===== src/psw_pkg.sv =====
// shared types and constants for the packet sequence window placer
package psw_pkg;

   localparam int SLOTS_DEFAULT   = 1024;
   localparam int BUFFERS_DEFAULT = 4;
   localparam int QUEUE_DEPTH     = 2;

   localparam int CSR_INDEX_WIDTH = 2;
   localparam int CSR_DATA_WIDTH  = 16;

   localparam logic [CSR_INDEX_WIDTH-1:0] CSR_SWITCH_THRESHOLD = 2'd0;
   localparam logic [CSR_INDEX_WIDTH-1:0] CSR_BAD_LIMIT        = 2'd1;
   localparam logic [CSR_INDEX_WIDTH-1:0] CSR_SYNC_RUN_LENGTH  = 2'd2;
   localparam logic [CSR_INDEX_WIDTH-1:0] CSR_SYNC_TRY_LIMIT   = 2'd3;

   localparam logic [10:0] SWITCH_THRESHOLD_RESET = 11'd716;
   localparam logic [15:0] BAD_LIMIT_RESET        = 16'd768;
   localparam logic [3:0]  SYNC_RUN_LENGTH_RESET  = 4'd3;
   localparam logic [11:0] SYNC_TRY_LIMIT_RESET   = 12'd1024;

   localparam logic [2:0] VERDICT_SEARCHING = 3'd0;
   localparam logic [2:0] VERDICT_PLACED    = 3'd1;
   localparam logic [2:0] VERDICT_DUPLICATE = 3'd2;
   localparam logic [2:0] VERDICT_OUT       = 3'd3;
   localparam logic [2:0] VERDICT_RESTART   = 3'd4;
   localparam logic [2:0] VERDICT_FAILED    = 3'd5;

   typedef struct packed {
      logic [2:0]  verdict;
      logic [31:0] extended_sequence;
      logic [1:0]  target_buffer;
      logic [9:0]  slot_index;
      logic        handed_off;
      logic [1:0]  handoff_buffer;
      logic [10:0] handoff_lost;
      logic [15:0] bad_total;
   } result_type;

endpackage


===== src/psw_front.sv =====
// front end: accepts headers and extends the sequence with the wrap count
module psw_front (
   input  logic        clock,
   input  logic        reset,
   input  logic        req_valid,
   output logic        req_stall,
   input  logic [15:0] req_sequence_number,
   input  logic        queue_full,
   output logic        push,
   output logic [31:0] push_ext
);
   import psw_pkg::*;

   logic [15:0] wrap_count_ff;
   logic [15:0] wrap_count_in;

   assign req_stall = queue_full;
   assign push      = req_valid && !queue_full;

   always_comb begin
      wrap_count_in = wrap_count_ff;
      if (req_sequence_number == 16'hFFFF) begin
         wrap_count_in = wrap_count_ff + 16'd1;
      end
   end

   assign push_ext = {wrap_count_in, req_sequence_number};

   always_ff @(posedge clock) begin
      if (reset) begin
         wrap_count_ff <= '0;
      end else if (push) begin
         wrap_count_ff <= wrap_count_in;
      end
   end

endmodule


===== config.mk =====
export PLATFORM = sky130hd
export DESIGN_NAME = psw_front
export DESIGN_NICKNAME = d
export VERILOG_FILES = /design/src/psw_pkg.sv /design/src/psw_front.sv
export SDC_FILE = /design/constraint.sdc
export NUM_CORES = 1
export LEC_CHECK = 0
export BUFFER_PORTS_ARGS = -buffer_cell sky130_fd_sc_hd__buf_2
export CAP_MARGIN = 15
export CORE_MARGIN = 1.5
export CORE_UTILIZATION = 51
export DETAILED_ROUTE_END_ITERATION = 12
export PLACE_DENSITY_LB_ADDON = 0.1
export SKIP_CTS_REPAIR_TIMING = 1
export SLEW_MARGIN = 20
export SYNTH_ARGS = -nofsm -noshare
export SYNTH_HDL_FRONTEND = slang
export SYNTH_SLANG_ARGS = --single-unit

===== constraint.sdc =====
create_clock -name clock -period 3.45 [get_ports clock]
set_clock_uncertainty 0.15 [all_clocks]
set_input_delay 0.345 -clock clock [delete_from_list [all_inputs] [get_ports clock]]
set_output_delay 0.345 -clock clock [all_outputs]
set_load 0.02 [all_outputs]

==> results_dict.tcl, run 1 <==
set metrics [dict create \
    status "finished clean" \
    path_cells "buf_2, nand4_1, or4_1, buf_4, or2_2, xnor2_1, buf_2" \
    start_kind "input pin" \
    num_rows 17 \
    p_per_area_mw_per_mm2 255 \
    cts_sinks 16 \
    ys_ff_latch 16 \
    max_slew_margin 0.441 \
    p_int_uw 265 \
    htree_levels 1 \
    drcViolationCount 0 \
    slowest_stage "or4_1" \
    grt_pass1_wl_microns 4270 \
    clockBufferDepth 2 \
    largest_register_ffs 16 \
    use_met2 0.367 \
    cap_violations 0 \
    synthesis.area_sq_mm 0.00124 \
    final-setup-viol-count 0 \
    required_ns 2.95 \
    areaGrowthSynthToFinish_pct 14.4 \
    root_buffer "clkbuf_4" \
    async_reset_ff_frac 0 \
    switchingPower_uw 94.5 \
    synth-edff-count 0 \
    cp_max_fo 22 \
    biggestRegsByFlops "wrap_count_ff: 16 flops" \
    dp_slack_ns 0.772 \
    largest_register "wrap_count_ff" \
    crit_top_cell "buf_2" \
    drtPass1Iterations 4 \
    clkTransAtPathRegs_ns 0.10 \
    finalWorstSetupSlack_ns 0.791 \
    clk_latency_ns 0.28 \
    ant_nets 0 \
    viasPerCell 5.42 \
    avgSynthCellArea_sq_um 7.82 \
    power.share.combinational 0.134 \
    met3_usage 0.0286 \
    cts_buffers 3 \
    drt-total-wl_microns 2600 \
    max_slew.worst_pin.slew_ns 0.832 \
    grt_usage 0.203 \
    n_antenna_cell 0 \
    ys_seq_area_frac 0.259 \
    drive_above_1_share 0.351 \
    grt_setup_unrepaired "no" \
    p_sw_frac 0.263 \
    start_util 0.548 \
    hpwl_microns 2030 \
    die_h_microns 52.2 \
    synth_cells 158 \
    grt_util_met1 0.250 \
    crit_family "simple AND/OR/NAND/NOR gates" \
    finalSetupTns_ns 0 \
    critPathMaxStageDelay_ns 0.72 \
    fillers 233 \
    gp_congestion 0.702 \
    crit_type "in -> out" \
    layout.nets 213 \
    ys.flop_type "dfxtp_1" \
    yosys_warnings 0 \
    synth.distinct_cells 31 \
    p_leak_uw 0.000632 \
    grt-ovfl-total 0 \
    clkPwrFrac 0.353 \
    ir_worst_vdd_mv 0.177 \
    worstPathArrival_ns 2.16 \
    ios 54 \
    grt.busiest_layer "met2" \
    grt_pass1_vias 1012 \
    hold_slack_ns 0.338 \
    antenna_found_initial 0 \
    min_period_over_period 0.771 \
    core_area_sq_mm 0.00225 \
    chipWidth_microns 52.2 \
    syn_nets 179 \
    avgRoutedWirePerCell_microns 11.9 \
    fmax_mhz 376 \
    path_buf_inv 3 \
    seq_power_share 0.513 \
    portBuffers 53 \
    slew_viol_final 0 \
    die_area_sq_mm 0.00273 \
    grt_max_degree 24 \
    drt_iter0_drc 18 \
    cts_tree "built" \
    hold_path.class "in -> reg" \
    crit_path_end_kind "output port" \
    layout_min_cycle_time_ns 2.66 \
    vias 1188 \
    finalHoldViolations 0 \
    finalPower_uw 360 \
]
==> worst paths after layout <==
check | startpoint | to | slack, ns | cells after the start
setup reg to reg | wrap_count_ff[0] | wrap_count_ff[12] | 1.42 | 5
hold reg to reg | wrap_count_ff[9] | wrap_count_ff[9] | 0.36 | 2
hold / removal | reset | wrap_count_ff[4] | 0.34 | 2
setup / recovery | req_sequence_number[6] | push_ext[24] | 0.79 | 7
==> per-stage QoR <==
stage / cells / util / instance area (sq um)
after CTS: 219 / 0.627 / 1410
after global routing: 219 / 0.627 / 1410
after global placement: 215 / 0.611 / 1380
final: 219 / 0.627 / 1410
after floorplan: 158 / - / 1240
after detailed placement: 215 / 0.611 / 1380
==> layout make-up <==
| class | instances | area [sq um] | area share |
|---|---|---|---|
| Clock buffer | 4 | 36.3 | 0.0257 |
| Inverter | 2 | 7.51 | 0.00531 |
| Multi-Input combinational cell | 115 | 742 | 0.525 |
| Sequential cell | 16 | 320 | 0.227 |
| Tap cell | 28 | 35.0 | 0.0248 |
| Timing Repair Buffer | 54 | 273 | 0.193 |
==> power groups by stage <==
stage / Clock (uW) / Combinational (uW) / Sequential (uW)
after floorplan: 0 / 38.9 / 189
after global placement: 0 / 47.8 / 189
after detailed placement: 0 / 48.7 / 189
after CTS: 130 / 48.8 / 185
after global routing: 140 / 52.7 / 185
final: 127 / 48.4 / 185
==> cells in the final DEF, fill, tap and decap left out, drive strengths merged, types with 4 or more instances in the layout <==
cell    Yosys  layout
a21oi       9       9
and3        4       4
buf        19      54
clkbuf      6       4
dfxtp      16      16
mux2        7       7
nand2      14      14
nand3       6       6
nand4       7       7
nor2       11      11
nor2b       7       7
nor3        4       4
nor4        5       5
o31ai       6       6
or4         7       7
xnor2       9       9
xor2        6       6
==> synth_stat cells (2+ instances only) <==
cell	number	area, sq um
dfxtp_1	16	320
o31ai_1	6	45.0
and2_1	2	12.5
nor3_1	4	20.0
mux2_2	7	78.8
inv_1	2	7.51
o21ai_0	2	10.0
or3_1	2	12.5
clkbuf_1	6	22.5
xor2_1	6	52.6
xnor2_1	9	78.8
nand3_1	6	30.0
nor2_1	11	41.3
nor2b_1	7	43.8
or4_1	7	52.6
nand2_1	14	52.6
nor4_1	4	25.0
nand4_1	7	43.8
a21oi_1	9	45.0
and3_1	4	25.0
buf_4	17	128
==> worst reg2reg max path, cell delays in order (launching register included) <==
cell and delay, ns:
dfxtp_1 0.42, ha_1 0.22, and2_1 0.21, and3_1 0.24, nor4b_1 0.31, mux2_2 0.38
==> kinds of logic after synthesis <==
family                   count (synthesis)  synth area share
AND/OR/NAND/NOR                         74             0.332
buffers and inverters                   27             0.141
AO/OA/AOI/OAI                           18            0.0881
flip-flops                              16             0.259
XOR/XNOR                                15             0.106
multiplexers                             7            0.0638
adder cells (fa/ha/maj)                  1            0.0101
==> per-layer routing <==
| metal | wire [microns] | part of all wire |
|---|---|---|
| met1 | 1150 | 0.44 |
| met2 | 1300 | 0.50 |
| met3 | 136 | 0.052 |
| met4 | 12 | 0.0046 |
| met5 | 0 | 0 |
No activity file was read; power rests on OpenSTA's default activity.
==> inputs of run 2 (changes only) <==
CORE_UTILIZATION = 42   (was 51)
clock period = 2.14 ns   (was 3.45 ns; I/O delays follow)
==> results_dict.tcl, run 2 (synthesized netlist as in run 1, its figures left out) <==
set metrics [dict create \
    status "finished, violations left" \
    violations "negative setup slack" \
    layout_common_cells "buf_2, buf_4, nand2_1" \
    chipWidth_microns 57.3 \
    clockBufferDepth 2 \
    holdPathEnd "wrap_count_ff[1]" \
    gp_congestion 0.729 \
    clkPwrFrac 0.354 \
    htree_levels 1 \
    clkTransAtPathRegs_ns 0.10 \
    ios 54 \
    p_int_uw 433 \
    final-setup-viol-count 1 \
    die_h_microns 57.3 \
    biggestRegsByFlops "wrap_count_ff: 16 flops" \
    viasPerCell 5.40 \
    power.share.combinational 0.149 \
    largest_register_ffs 16 \
    grt-ovfl-total 0 \
    drive_above_1_share 0.570 \
    grt_util_met1 0.197 \
    portBuffers 53 \
    grt_usage 0.177 \
    clk_latency_ns 0.30 \
    p_per_area_mw_per_mm2 323 \
    whs_path_depth 2 \
    hpwl_microns 2160 \
    largest_register "wrap_count_ff" \
    drt-total-wl_microns 3140 \
    ff2ff_path_depth 6 \
    finalHoldViolations 0 \
    start_util 0.444 \
    max_slew_margin 0.556 \
    layout.nets 236 \
    core_area_sq_mm 0.00278 \
    die_area_sq_mm 0.00328 \
    min_period_over_period 1.02 \
    ant_nets 0 \
    final_area_sq_mm 0.00183 \
    grt_setup_unrepaired "yes" \
    start_kind "input pin" \
    ir_worst_vdd_mv 0.338 \
    final_common_cell "buf_2" \
    cts_buffers 3 \
    reg2reg_setup_slack_ns 0.27 \
    place_area_sq_mm 0.00153 \
    use_met2 0.323 \
    hp-start "reset" \
    finalSetupTns_ns -0.0345 \
    num_rows 19 \
    grt_pass1_vias 1134 \
    areaGrowthSynthToFinish_pct 48.0 \
    grt_max_degree 24 \
    layout_min_cycle_time_ns 2.17 \
    drt_iter0_drc 26 \
    finalPower_uw 591 \
    cp_max_fo 5 \
    met3_usage 0.0499 \
    required_ns 1.78 \
    cts_tree "built" \
    max_slew.worst_pin.slew_ns 0.666 \
    root_buffer "clkbuf_4" \
    antenna_found_initial 0 \
    finalWorstSetupSlack_ns -0.0345 \
    reg2reg_from "wrap_count_ff[0]" \
    grt.busiest_layer "met2" \
    hold_slack_ns 0.181 \
    slew_viol_final 0 \
    crit_path_end_kind "output port" \
    grt_pass1_wl_microns 4560 \
    drtPass1Iterations 4 \
    fmax_mhz 460 \
    cts_sinks 16 \
    cap_violations 0 \
    p_leak_uw 0.000827 \
    worstPathArrival_ns 1.81 \
    seq_power_share 0.496 \
    switchingPower_uw 158 \
    n_antenna_cell 0 \
    vias 1324 \
    drcViolationCount 0 \
    hold_path.class "in -> reg" \
    crit_type "in -> out" \
    avgRoutedWirePerCell_microns 12.8 \
    p_sw_frac 0.268 \
    reg2reg_to "wrap_count_ff[14]" \
]
-- run 2: cell count changes in the layout (fill, tap and decap cells not counted), moves of 3 or more --
cell | before | now
and3_1 | 4 | 1
buf_2 | 53 | 39
buf_4 | 1 | 30
buf_6 | 0 | 5
dfxtp_1 | 16 | 4
dfxtp_2 | 0 | 9
dfxtp_4 | 0 | 3
nor2_1 | 11 | 8
nor3_1 | 4 | 0
-- run 2: area by class of cell --
class | count | area, sq um
inverters | 2 | 7.51
well taps | 31 | 38.8
clock buffers | 4 | 36.3
flip-flops and latches | 16 | 343
fillers | 237 | 952
multi-input cells | 115 | 857
repair buffers | 77 | 547
-- run 2: power groups by stage --
| stage | Sequential [uW] | Combinational [uW] | Clock (uW) |
|---|---|---|---|
| after floorplan | 304 | 62.7 | 0 |
| after global routing | 294 | 94.7 | 233 |
| final | 293 | 88.3 | 210 |
| after global placement | 304 | 83.2 | 0 |
| after detailed placement | 304 | 84.1 | 0 |
| after CTS | 298 | 84.2 | 222 |
-- run 2: layer usage --
| layer | vias to the layer above | wire length [microns] |
|---|---|---|
| met3 | 6 | 170 |
| met2 | 50 | 1610 |
| met1 | 606 | 1300 |
| li1 | 662 | - |
| met5 | - | 0 |
| met4 | 0 | 55 |
-- run 2: critical path, cell delays in order --
cell and delay (ns):
buf_6 0.07, nand4_1 0.12, or4_4 0.61, buf_12 0.16
or3_4 0.33, xnor2_2 0.15, buf_4 0.15
-- run 2: worst max-delay path by stage --
stage | startpoint | end | slack [ns] | depth (start not counted)
after floorplan | req_sequence_number[6] | push_ext[27] | 0.004 | 6
after global placement | req_sequence_number[6] | push_ext[27] | -0.08 | 7
after detailed placement | req_sequence_number[6] | push_ext[27] | -0.1 | 7
final | req_sequence_number[8] | push_ext[27] | -0.03 | 7
after CTS | wrap_count_ff[0] | push_ext[22] | -0.14 | 6
after global routing | req_sequence_number[10] | push_ext[27] | -0.09 | 7
-- run 2: per-stage QoR --
stage / worst slack, ns / std cells / util
final: -0.0345 / 245 / 0.658
after CTS: -0.140 / 238 / 0.564
after floorplan: 0.00365 / 158 / -
after global placement: -0.0788 / 234 / 0.551
after global routing: -0.0936 / 245 / 0.658
after detailed placement: -0.0961 / 234 / 0.551
