<file path="config.mk">
export PLATFORM = sky130hd
export DESIGN_NAME = psw_queue
export DESIGN_NICKNAME = d
export VERILOG_FILES = /design/src/psw_pkg.sv /design/src/psw_queue.sv
export SDC_FILE = /design/constraint.sdc
export NUM_CORES = 1
export LEC_CHECK = 0
export BUFFER_PORTS_ARGS = -buffer_cell sky130_fd_sc_hd__buf_2
export CORE_AREA = 4 4 85 87
export DETAILED_ROUTE_END_ITERATION = 10
export DIE_AREA = 0 0 89 91
export MAX_ROUTING_LAYER = met4
export PLACE_DENSITY = 0.71
export SETUP_SLACK_MARGIN = 0.5
export SYNTH_ARGS = -nofsm -noshare
export SYNTH_HDL_FRONTEND = slang
export SYNTH_SLANG_ARGS = --single-unit
</file>
<file path="constraint.sdc">
create_clock -name clock -period 5.8 [get_ports clock]
set_input_delay 1.16 -clock clock [delete_from_list [all_inputs] [get_ports clock]]
set_output_delay 1.16 -clock clock [all_outputs]
set_load 0.02 [all_outputs]
</file>
<file path="src/psw_pkg.sv">
// shared types and constants for the packet sequence window placer
package psw_pkg;

   localparam int SLOTS_DEFAULT   = 1024;
   localparam int BUFFERS_DEFAULT = 4;
   localparam int QUEUE_DEPTH     = 2;

   localparam int CSR_INDEX_WIDTH = 2;
   localparam int CSR_DATA_WIDTH  = 16;

   localparam logic [CSR_INDEX_WIDTH-1:0] CSR_SWITCH_THRESHOLD = 2'd0;
   localparam logic [CSR_INDEX_WIDTH-1:0] CSR_BAD_LIMIT        = 2'd1;
   localparam logic [CSR_INDEX_WIDTH-1:0] CSR_SYNC_RUN_LENGTH  = 2'd2;
   localparam logic [CSR_INDEX_WIDTH-1:0] CSR_SYNC_TRY_LIMIT   = 2'd3;

   localparam logic [10:0] SWITCH_THRESHOLD_RESET = 11'd716;
   localparam logic [15:0] BAD_LIMIT_RESET        = 16'd768;
   localparam logic [3:0]  SYNC_RUN_LENGTH_RESET  = 4'd3;
   localparam logic [11:0] SYNC_TRY_LIMIT_RESET   = 12'd1024;

   localparam logic [2:0] VERDICT_SEARCHING = 3'd0;
   localparam logic [2:0] VERDICT_PLACED    = 3'd1;
   localparam logic [2:0] VERDICT_DUPLICATE = 3'd2;
   localparam logic [2:0] VERDICT_OUT       = 3'd3;
   localparam logic [2:0] VERDICT_RESTART   = 3'd4;
   localparam logic [2:0] VERDICT_FAILED    = 3'd5;

   typedef struct packed {
      logic [2:0]  verdict;
      logic [31:0] extended_sequence;
      logic [1:0]  target_buffer;
      logic [9:0]  slot_index;
      logic        handed_off;
      logic [1:0]  handoff_buffer;
      logic [10:0] handoff_lost;
      logic [15:0] bad_total;
   } result_type;

endpackage

</file>
<file path="src/psw_queue.sv">
// short queue between front and back end
module psw_queue (
   input  logic        clock,
   input  logic        reset,
   input  logic        push,
   input  logic [31:0] push_data,
   output logic        full,
   input  logic        pop,
   output logic        valid,
   output logic [31:0] data
);
   import psw_pkg::*;

   localparam int PW = $clog2(QUEUE_DEPTH);
   localparam int CW = $clog2(QUEUE_DEPTH + 1);

   logic [31:0]   entry_ff [QUEUE_DEPTH];
   logic [PW-1:0] wr_ptr_ff;
   logic [PW-1:0] rd_ptr_ff;
   logic [CW-1:0] count_ff;

   assign full  = count_ff == CW'(QUEUE_DEPTH);
   assign valid = count_ff != '0;
   assign data  = entry_ff[rd_ptr_ff];

   always_ff @(posedge clock) begin
      if (push) begin
         entry_ff[wr_ptr_ff] <= push_data;
      end
   end

   always_ff @(posedge clock) begin
      if (reset) begin
         wr_ptr_ff <= '0;
         rd_ptr_ff <= '0;
         count_ff  <= '0;
      end else begin
         if (push) begin
            wr_ptr_ff <= (wr_ptr_ff == PW'(QUEUE_DEPTH - 1)) ? '0 : wr_ptr_ff + PW'(1);
         end
         if (pop) begin
            rd_ptr_ff <= (rd_ptr_ff == PW'(QUEUE_DEPTH - 1)) ? '0 : rd_ptr_ff + PW'(1);
         end
         if (push && !pop) begin
            count_ff <= count_ff + CW'(1);
         end else if (pop && !push) begin
            count_ff <= count_ff - CW'(1);
         end
      end
   end

endmodule

</file>
==> results of run 1 <==
[layer usage]
metal / vias to the layer above / global-route usage / routed length [um]
met5: - / - / 0
met3: 9 / 0.04253 / 338
met2: 44 / 0.1894 / 2270
met1: 647 / 0.1329 / 1712
met4: 0 / 0.05211 / 74
li1: 626 / - / -
[state kept, by name (all words and copies together), names as in the netlist, named ones only]
signal	cells
count_ff	2
entry_ff	64
rd_ptr_ff	1
wr_ptr_ff	1
[final timing paths]
path,from,to
worst max-delay path,flop,data[22]
worst min-delay path,count_ff[1],count_ff[1]
worst min register to register,count_ff[1],count_ff[1]
worst max register to register,wr_ptr_ff,entry_ff[0][22]
[cell usage in the layout (no fill, tap or decap)]
master / synthesis / final
sky130_fd_sc_hd__and2b_2: 1 / 1
sky130_fd_sc_hd__clkinv_1: 0 / 1
sky130_fd_sc_hd__mux2_1: 2 / 2
sky130_fd_sc_hd__dfxtp_1: 5 / 5
sky130_fd_sc_hd__or3_1: 1 / 1
sky130_fd_sc_hd__or2_2: 1 / 1
sky130_fd_sc_hd__and2_1: 1 / 1
sky130_fd_sc_hd__edfxtp_1: 64 / 64
sky130_fd_sc_hd__ha_1: 1 / 1
sky130_fd_sc_hd__nor2b_4: 0 / 1
sky130_fd_sc_hd__inv_1: 1 / 1
sky130_fd_sc_hd__bufinv_16: 0 / 1
sky130_fd_sc_hd__nor2_1: 4 / 4
sky130_fd_sc_hd__a21oi_1: 1 / 1
sky130_fd_sc_hd__xnor2_1: 2 / 2
sky130_fd_sc_hd__o21ai_0: 1 / 1
sky130_fd_sc_hd__clkbuf_8: 0 / 9
sky130_fd_sc_hd__buf_4: 3 / 2
sky130_fd_sc_hd__clkbuf_1: 0 / 4
sky130_fd_sc_hd__xor2_1: 2 / 2
sky130_fd_sc_hd__clkinv_2: 0 / 1
sky130_fd_sc_hd__buf_2: 0 / 69
sky130_fd_sc_hd__mux2_2: 30 / 30
[Yosys cell counts]
master	count
sky130_fd_sc_hd__and2b_2	1
sky130_fd_sc_hd__nor2b_1	1
sky130_fd_sc_hd__ha_1	1
sky130_fd_sc_hd__nor2_1	4
sky130_fd_sc_hd__or2_2	1
sky130_fd_sc_hd__clkbuf_2	1
sky130_fd_sc_hd__or3_1	1
sky130_fd_sc_hd__a21oi_1	1
sky130_fd_sc_hd__edfxtp_1	64
sky130_fd_sc_hd__xor2_1	2
sky130_fd_sc_hd__xnor2_1	2
sky130_fd_sc_hd__inv_1	1
sky130_fd_sc_hd__mux2_1	2
sky130_fd_sc_hd__and2_1	1
sky130_fd_sc_hd__mux2_2	30
sky130_fd_sc_hd__o21ai_0	1
sky130_fd_sc_hd__dfxtp_1	5
sky130_fd_sc_hd__buf_4	3
[power by group]
group | leakage (nW) | switching, mW | internal, mW
sequential | 0.642 | 0.0116 | 0.579
clock | 0.0890 | 0.156 | 0.197
combinational | 0.464 | 0.0811 | 0.0585
total | 1.20 | 0.249 | 0.835
[cell families after synthesis]
family / synth area share
flip-flops: 0.8024
buffers and inverters: 0.01241
multiplexers: 0.1430
AND/OR/NAND/NOR: 0.01937
XOR/XNOR: 0.01391
AO/OA/AOI/OAI: 0.003968
adder cells (fa/ha/maj): 0.004964
[critical path, cell delays in order, from the launching register on]
cell and delay, ns:
sky130_fd_sc_hd__dfxtp_1 0.59, sky130_fd_sc_hd__buf_4 0.38, sky130_fd_sc_hd__mux2_2 0.39, sky130_fd_sc_hd__buf_2 0.16
[through the flow]
stage	worst slack [ns]	cell area (um2)
final	2.803	3134
after global routing	2.656	3134
after CTS	2.755	3134
after detailed placement	3.106	2957
after global placement	3.147	2957
after floorplan	2.768	2520
[cell type report]
type	count	area, um2
repair buffers	71	360.3
inverters	1	3.754
flip-flops and latches	69	2022
clock inverters	3	38.79
fillers	544	3216
clock buffers	13	138.9
well taps	77	96.34
multi-input cells	48	474.2
==> run_results.csv, run 1 <==
group,metric,value,unit
run_status,outcome,"completed",
floorplan,die_width,89,um
grt,global_route.overflow_total,0,
hold_path,whs_path_depth,2,
critical_path,timing.reg2reg.setup_slack,4.31,ns
critical_path,worstSetupPathType,"reg2out",
cells_and_area,antenna_cells_inserted,0,
route,route.final.wire_length,4395,um
route,drc,0,
grt,track_usage,0.1187,
route,via_count,1326,
clock_tree,post_cts_hold_buffer_count,0,
critical_path,setup.worst_path.start_class,"flop",
power_and_ir_drop,pwr_density_cell,345.9,mW/mm2
synth,netlist.top_cell.by_area,"sky130_fd_sc_hd__edfxtp_1",
hold_path,worst_hold_path_type,"reg2reg",
power_and_ir_drop,totalPowerFinal,1.084,mW
clock_tree,cts_tree,"yes",
floorplan,fp.dieArea,0.008099,mm2
cells_and_area,fin_nets,237,
timing,report.final.slew_viol_count,0,
route,dr.first_iter.drc_count,46,
synth,sequential_to_total_area_share_from_yosys_stat,0.8024,
timing,timing.final.crit_share,0.5167,
floorplan,die_h,91,um
critical_path,worst_ep_required_time,4.64,ns
timing,achievable-frequency,333.7,MHz
timing,fin_crit,2.997,ns
clock_tree,clock_tree.htree_level_count,3,
critical_path,worst-endpoint-arrival,1.84,ns
floorplan,pin_count,70,
route,drt-pass1-iter-count,4,
synth,synthCells,122,
placement,place_inst,266,
cells_and_area,layout-drive-gt1-share,0.5610,
critical_path,critical_path_fanout_max,23,
clock_tree,clock_insertion_delay_worst_skew,0.32,ns
cells_and_area,layoutNonFillerInstCount,282,
timing,grt_setup_unrepaired,"false",
placement,detailed_place_hpwl,3020,um
clock_tree,tritoncts.num_buffers,9,
synth,synthesis.yosys.warnings,0,
synth,synth.avg_cell_area,20.66,um2
job,cap_violations,0,
critical_path,r2r_cells,1,
grt,grt_pass1_wl,6886,um
timing,slew_headroom,0.3738,
power_and_ir_drop,ir_worst_vdd,0.0001461,V
timing,max_slew.worst_pin.slew,0.9373,ns
timing,totalNegativeSetupSlack,0,ns
placement,io_buffers,69,
grt,grt_antenna_before_repair,0,
clock_tree,cts_num_sinks,69,
placement,place_congestion,0.6782,
cells_and_area,flow.area_growth_from_synthesis,24.38,%
timing,final-hold-violation-count,0,
clock_tree,clk_root_buffer_cell,"sky130_fd_sc_hd__clkbuf_8",
synth,synthDistinctLibCells,18,
timing,setup_viol_count_final,0,
synth,syn_nets,159,
clock_tree,resized_after_cts,0,
critical_path,critical_path.endpoint_type,"output pin",
floorplan,coreArea,0.006350,mm2
power_and_ir_drop,cellLeakagePower,1.195,nW
grt,number_of_global_route_vias_before_repair,1413,
synth,post-synth-top-area-fraction,0.7627,
clock_tree,ctsLongestPathBuffers,2,
clock_tree,cts_setup_buffers,0,
clock_tree,clk_transition_reported_paths,0.07,ns
route,wl_per_cell,15.59,um
route,vias_per_cell,4.702,
timing,final.setup_skew,0.007791,ns
synth,yosys_register_bits,69,
timing,whs,0.5091,ns
floorplan,starting_utilization_of_the_core_area,0.3968,
grt,grt_max_degree,33,
synth,syn_area,0.002520,mm2
route,antenna_nets_post_route,0,
cells_and_area,layout.core_utilization,0.4936,
synth,synth.area.top_cells,"sky130_fd_sc_hd__edfxtp_1 (76%), sky130_fd_sc_hd__mux2_2 (13%), sky130_fd_sc_hd__dfxtp_1 (4.0%), sky130_fd_sc_hd__buf_4 (0.89%), sky130_fd_sc_hd__mux2_1 (0.89%)",
floorplan,fp-row-count,29,
(Power assumes the default switching activity.)
==> inputs of run 2 (changes only) <==
==> constraint.sdc (replaced) <==
create_clock -name clock -period 2.85 [get_ports clock]
set_input_delay 0.57 -clock clock [delete_from_list [all_inputs] [get_ports clock]]
set_output_delay 0.57 -clock clock [all_outputs]
set_load 0.02 [all_outputs]
==> run 2 against run 1 <==
Setup slack got worse by 2.1 ns. Non-clock buffer count rose by 1. Power rose by 120%. Clock skew fell by 0.0019 ns. Critical path depth did not move. Sequential power rose by 100%. Cell area rose by 2.2%. Worst hold slack got worse by 0.091 ns.
==> run_results.csv, run 2 (same netlist as run 1, synthesis figures left out) <==
group,metric,value,unit
run_status,outcome,"completed",
timing,totalNegativeSetupSlack,0,ns
critical_path,critical_path.endpoint_type,"output pin",
route,route.final.wire_length,4274,um
placement,post-place-ws,0.8830,ns
cells_and_area,flip_flop_count_of_the_largest_register_all_copies_and_words_added,64,
route,via_count,1320,
power_and_ir_drop,pwr_density_cell,734.6,mW/mm2
critical_path,r2r-start,"wr_ptr_ff",
grt,grt_max_degree,33,
floorplan,starting_utilization_of_the_core_area,0.3968,
clock_tree,clock_insertion_delay_worst_skew,0.33,ns
timing,achievable-frequency,467.0,MHz
job,cap_violations,0,
grt,global_route.overflow_total,0,
critical_path,cp_slowest_stage_delay,0.48,ns
critical_path,worst_ep_required_time,2.28,ns
floorplan,coreArea,0.006350,mm2
critical_path,timing.reg2reg.setup_slack,1.45,ns
route,vias_per_cell,4.664,
cells_and_area,layout-drive-gt1-share,0.5922,
cells_and_area,fillCellCount,521,
clock_tree,tritoncts.num_buffers,9,
clock_tree,cts_num_sinks,69,
cells_and_area,top_regs,"entry_ff (64), count_ff (2)",
critical_path,critical_path_depth,3,
clock_tree,resized_after_cts,0,
timing,report.final.slew_viol_count,0,
hold_path,worst_hold_path_type,"in2reg",
placement,place_congestion,0.6342,
grt,grt_pass1_wl,6630,um
clock_tree,clock_tree.htree_level_count,3,
clock_tree,clk_root_buffer_cell,"sky130_fd_sc_hd__clkbuf_8",
critical_path,cpMaxStageDelayCell,"sky130_fd_sc_hd__dfxtp_2",
clock_tree,post_cts_hold_buffer_count,0,
critical_path,crit_buf_inv,2,
timing,post-route-worst-setup-slack,0.7086,ns
power_and_ir_drop,ir_worst_vdd,0.0004120,V
route,dr.first_iter.drc_count,31,
cells_and_area,largest_register_by_flop_count,"entry_ff",
power_and_ir_drop,cellLeakagePower,1.227,nW
cells_and_area,antenna_cells_inserted,0,
critical_path,path_cells,"buf_12 -> mux2_2 -> buf_2",
power_and_ir_drop,totalPowerFinal,2.352,mW
timing,setup_viol_count_final,0,
route,wl_per_cell,15.10,um
timing,slew_headroom,0.7040,
floorplan,die_h,91,um
critical_path,worst-endpoint-arrival,1.57,ns
cells_and_area,fin_nets,238,
critical_path,r2r_cells,2,
cells_and_area,ff_latch_area,0.002023,mm2
timing,grt_setup_unrepaired,"false",
floorplan,pin_count,70,
floorplan,fp-row-count,29,
clock_tree,clk_transition_reported_paths,0.07,ns
placement,detailed_place_hpwl,2888,um
floorplan,die_width,89,um
critical_path,worstSetupPathType,"reg2out",
clock_tree,ctsLongestPathBuffers,2,
timing,fin_crit,2.141,ns
placement,io_buffers,69,
clock_tree,cts_setup_buffers,0,
route,drt-pass1-iter-count,4,
timing,final.setup_skew,0.005932,ns
grt,grt_antenna_before_repair,0,
critical_path,rr_endpoint,"entry_ff[0][10]",
route,drc,0,
critical_path,setup.worst_path.end,"data[0]",
critical_path,cell_family_with_most_cp_delay,"flip-flops",
route,antenna_nets_post_route,0,
critical_path,critical_path_fanout_max,23,
timing,max_slew.worst_pin.slew,0.4441,ns
timing,timing.final.crit_share,0.7514,
clock_tree,cts_tree,"yes",
grt,track_usage,0.1157,
cells_and_area,multi_input_comb_area,474.2,um2
floorplan,fp.dieArea,0.008099,mm2
cells_and_area,most-common-layout-cells,"sky130_fd_sc_hd__buf_2 (69), sky130_fd_sc_hd__edfxtp_1 (64), sky130_fd_sc_hd__mux2_2 (30)",
grt,number_of_global_route_vias_before_repair,1354,
timing,final-hold-violation-count,0,
critical_path,setup.worst_path.start_class,"flop",
cells_and_area,layout.cells.most_common,"sky130_fd_sc_hd__buf_2",
cells_and_area,flow.area_growth_from_synthesis,27.06,%
[run 2: worst min-delay path by stage]
stage / cells past startpoint / from / slack, ns / to
after detailed placement: 2 / count_ff[1] / 0.50 / count_ff[1]
final: 1 / push_data[30] / 0.42 / entry_ff[1][30]
after floorplan: 2 / count_ff[1] / 0.46 / count_ff[1]
after global placement: 2 / count_ff[1] / 0.48 / count_ff[1]
after CTS: 1 / push_data[7] / 0.40 / entry_ff[0][7]
after global routing: 1 / push_data[21] / 0.40 / entry_ff[0][21]
[run 2: cell type report]
class | instances | area share
well taps | 77 | 0.03009
clock buffers | 10 | 0.04299
multi-input cells | 48 | 0.1481
repair buffers | 72 | 0.1188
clock inverters | 6 | 0.02696
flip-flops and latches | 69 | 0.6319
inverters | 1 | 0.001172
[run 2: through the flow]
stage          std cells  hold slack, ns  utilization  instance area [um2]
6_report             283          0.4177       0.5042                 3202
5_1_grt              283          0.3981       0.5042                 3202
4_1_cts              283          0.4007       0.5040                 3201
3_5_place_dp         267          0.5034       0.4688                 2977
3_3_place_gp         267          0.4844       0.4688                 2977
2_1_floorplan        122          0.4564            -                 2522
[run 2: where the power goes]
group | switching (mW) | internal, mW | total [mW]
Clock | 0.345 | 0.514 | 0.859
Sequential | 0.0231 | 1.18 | 1.20
Combinational | 0.167 | 0.124 | 0.292
Total | 0.535 | 1.82 | 2.35
[run 2: per-layer routing]
metal  global-route usage  share of wire
met1               0.1287           0.40
met2               0.1813           0.50
met3              0.04344          0.071
met4              0.05583          0.021
met5                    -              0
==> inputs of run 3 (changes only) <==
==> constraint.sdc (replaced) <==
create_clock -name clock -period 2.23 [get_ports clock]
set_input_delay 0.446 -clock clock [delete_from_list [all_inputs] [get_ports clock]]
set_output_delay 0.446 -clock clock [all_outputs]
set_load 0.02 [all_outputs]
==> run 3 against run 2 <==
Global-route usage is 1.4 points higher. Combinational power is 37% higher. First-iteration DRC count is 100% higher. Non-clock buffer count is 2 higher. Largest power group unchanged.
==> run_results.csv, run 3 (same netlist as run 1, synthesis figures left out) <==
group,metric,value,unit
timing,fin_crit,1.882,ns
grt,grt_pass1_wl,7493,um
grt,track_usage,0.1299,
floorplan,fp-row-count,29,
job,cap_violations,0,
critical_path,setup.worst_path.start_class,"flop",
critical_path,crit_buf_inv,2,
grt,global_route.overflow_total,0,
route,via_count,1343,
critical_path,path_cells,"buf_12 -> mux2_2 -> buf_2",
floorplan,pin_count,70,
route,antenna_nets_post_route,0,
clock_tree,clk_root_buffer_cell,"sky130_fd_sc_hd__clkbuf_8",
route,dr.first_iter.drc_count,62,
critical_path,r2r-start,"wr_ptr_ff",
route,wl_per_cell,16.21,um
cells_and_area,flip_flop_count_of_the_largest_register_all_copies_and_words_added,64,
clock_tree,clock_insertion_delay_worst_skew,0.33,ns
timing,achievable-frequency,531.4,MHz
grt,grt_max_degree,33,
cells_and_area,largest_register_by_flop_count,"entry_ff",
power_and_ir_drop,clock_power_share,0.406,
cells_and_area,flow.area_growth_from_synthesis,30.88,%
run_status,outcome,"completed",
critical_path,critical_path.endpoint_type,"output pin",
clock_tree,tritoncts.num_buffers,9,
hold_path,timing.hold.worst.start,"push_data[5]",
critical_path,worst-endpoint-arrival,1.44,ns
floorplan,starting_utilization_of_the_core_area,0.3968,
clock_tree,cts_num_sinks,69,
timing,totalNegativeSetupSlack,0,ns
critical_path,cpMaxStageDelayCell,"sky130_fd_sc_hd__dfxtp_4",
power_and_ir_drop,sequentialPowerShare,0.471,
critical_path,worstSetupPathType,"reg2out",
power_and_ir_drop,ir_worst_vdd,0.0004594,V
route,drt-pass1-iter-count,2,
timing,setup_viol_count_final,0,
cells_and_area,fin_nets,240,
grt,grt_util_met3,0.03620,
placement,io_buffers,69,
grt,grt-busiest-layer,"met2",
hold_path,worst_hold_path_type,"in2reg",
cells_and_area,most-common-layout-cells,"sky130_fd_sc_hd__buf_2 (69), sky130_fd_sc_hd__edfxtp_1 (64), sky130_fd_sc_hd__mux2_2 (30)",
cells_and_area,layout.cells.most_common,"sky130_fd_sc_hd__buf_2",
critical_path,critical_path_fanout_max,12,
placement,place_congestion,0.7221,
timing,grt_setup_unrepaired,"true",
cells_and_area,antenna_cells_inserted,0,
timing,final-hold-violation-count,0,
power_and_ir_drop,pwr_density_cell,987.2,mW/mm2
timing,whs,0.2979,ns
timing,timing.final.crit_share,0.8438,
clock_tree,ctsLongestPathBuffers,2,
critical_path,cell_family_with_most_cp_delay,"flip-flops",
power_and_ir_drop,cellLeakagePower,1.262,nW
critical_path,cp_slowest_stage_delay,0.42,ns
cells_and_area,layout-drive-gt1-share,0.5913,
clock_tree,post_cts_hold_buffer_count,0,
grt,use_met2,0.2042,
power_and_ir_drop,power_dissipated_by_switching_net_loads,0.7161,mW
placement,detailed_place_hpwl,2923,um
route,drc,0,
grt,number_of_global_route_vias_before_repair,1530,
floorplan,fp.dieArea,0.008099,mm2
placement,post-place-ws,0.6037,ns
power_and_ir_drop,power.switching_fraction,0.2200,
floorplan,coreArea,0.006350,mm2
route,vias_per_cell,4.712,
clock_tree,clock_tree.htree_level_count,3,
route,route.final.wire_length,4619,um
clock_tree,cts_setup_buffers,0,
timing,post-route-worst-setup-slack,0.3483,ns
floorplan,die_width,89,um
cells_and_area,fillCellCount,525,
cells_and_area,top_regs,"entry_ff (64), count_ff (2)",
clock_tree,clk_transition_reported_paths,0.08,ns
timing,final.setup_skew,0.005103,ns
power_and_ir_drop,combPwrFrac,0.123,
floorplan,die_h,91,um
power_and_ir_drop,cellInternalPower,2.540,mW
timing,max_slew.worst_pin.slew,0.4494,ns
critical_path,worst_ep_required_time,1.78,ns
grt,met1_capacity_usage_during_global_routing,0.1471,
grt,grt_antenna_before_repair,0,
timing,report.final.slew_viol_count,0,
clock_tree,cts_tree,"yes",
timing,slew_headroom,0.6998,
[run 3: worst paths after layout]
check,slack [ns],depth (start not counted),to
worst min-delay path,0.30,1,entry_ff[0][5]
worst max register to register,0.93,2,entry_ff[1][20]
worst min register to register,0.52,2,count_ff[1]
worst max-delay path,0.35,3,data[0]
[run 3: per-stage QoR]
step | instance area, um2 | utilization | power (mW) | cells
CTS | 3298 | 0.5194 | 3.291 | 285
finish | 3298 | 0.5194 | 3.256 | 285
global route | 3298 | 0.5194 | 3.388 | 285
floorplan | 2522 | - | 1.799 | 122
detailed placement | 2984 | 0.4700 | 1.946 | 268
global placement | 2984 | 0.4700 | 1.938 | 268
[run 3: what timing repair did]
| action | in CTS | in global routing |
|---|---|---|
| endpoints found under the setup margin | 32 | 32 |
| gates resized for setup | 8 | 0 |
| cloned | 1 | 0 |
[run 3: area by class of cell]
cell class                 count  area [um2]  share of cell area
sequential                    69        2026              0.6142
multi-input combinational     48       474.2              0.1438
timing repair buffer          74       435.4              0.1320
clock inverter                 6       135.1             0.04097
clock buffer                  10       127.6             0.03869
tap                           77       96.34             0.02921
inverter                       1       3.754            0.001138
[run 3: per-layer routing]
layer	routed length, um	vias to the layer above
met5	0	-
met4	104	0
met3	292	10
met2	2341	47
met1	1880	652
li1	-	634
[run 3: power by group through the flow]
stage	clock, mW	combinational (mW)	sequential (mW)
2_1_floorplan	0	0.248	1.55
3_3_place_gp	0	0.384	1.55
3_5_place_dp	0	0.388	1.56
4_1_cts	1.35	0.409	1.53
5_1_grt	1.41	0.437	1.54
6_report	1.32	0.401	1.53
[run 3: worst register-to-register path: stages (launching register included)]
cell and delay (ns):
sky130_fd_sc_hd__dfxtp_1 0.41, sky130_fd_sc_hd__and2_1 0.15, sky130_fd_sc_hd__buf_4 0.39
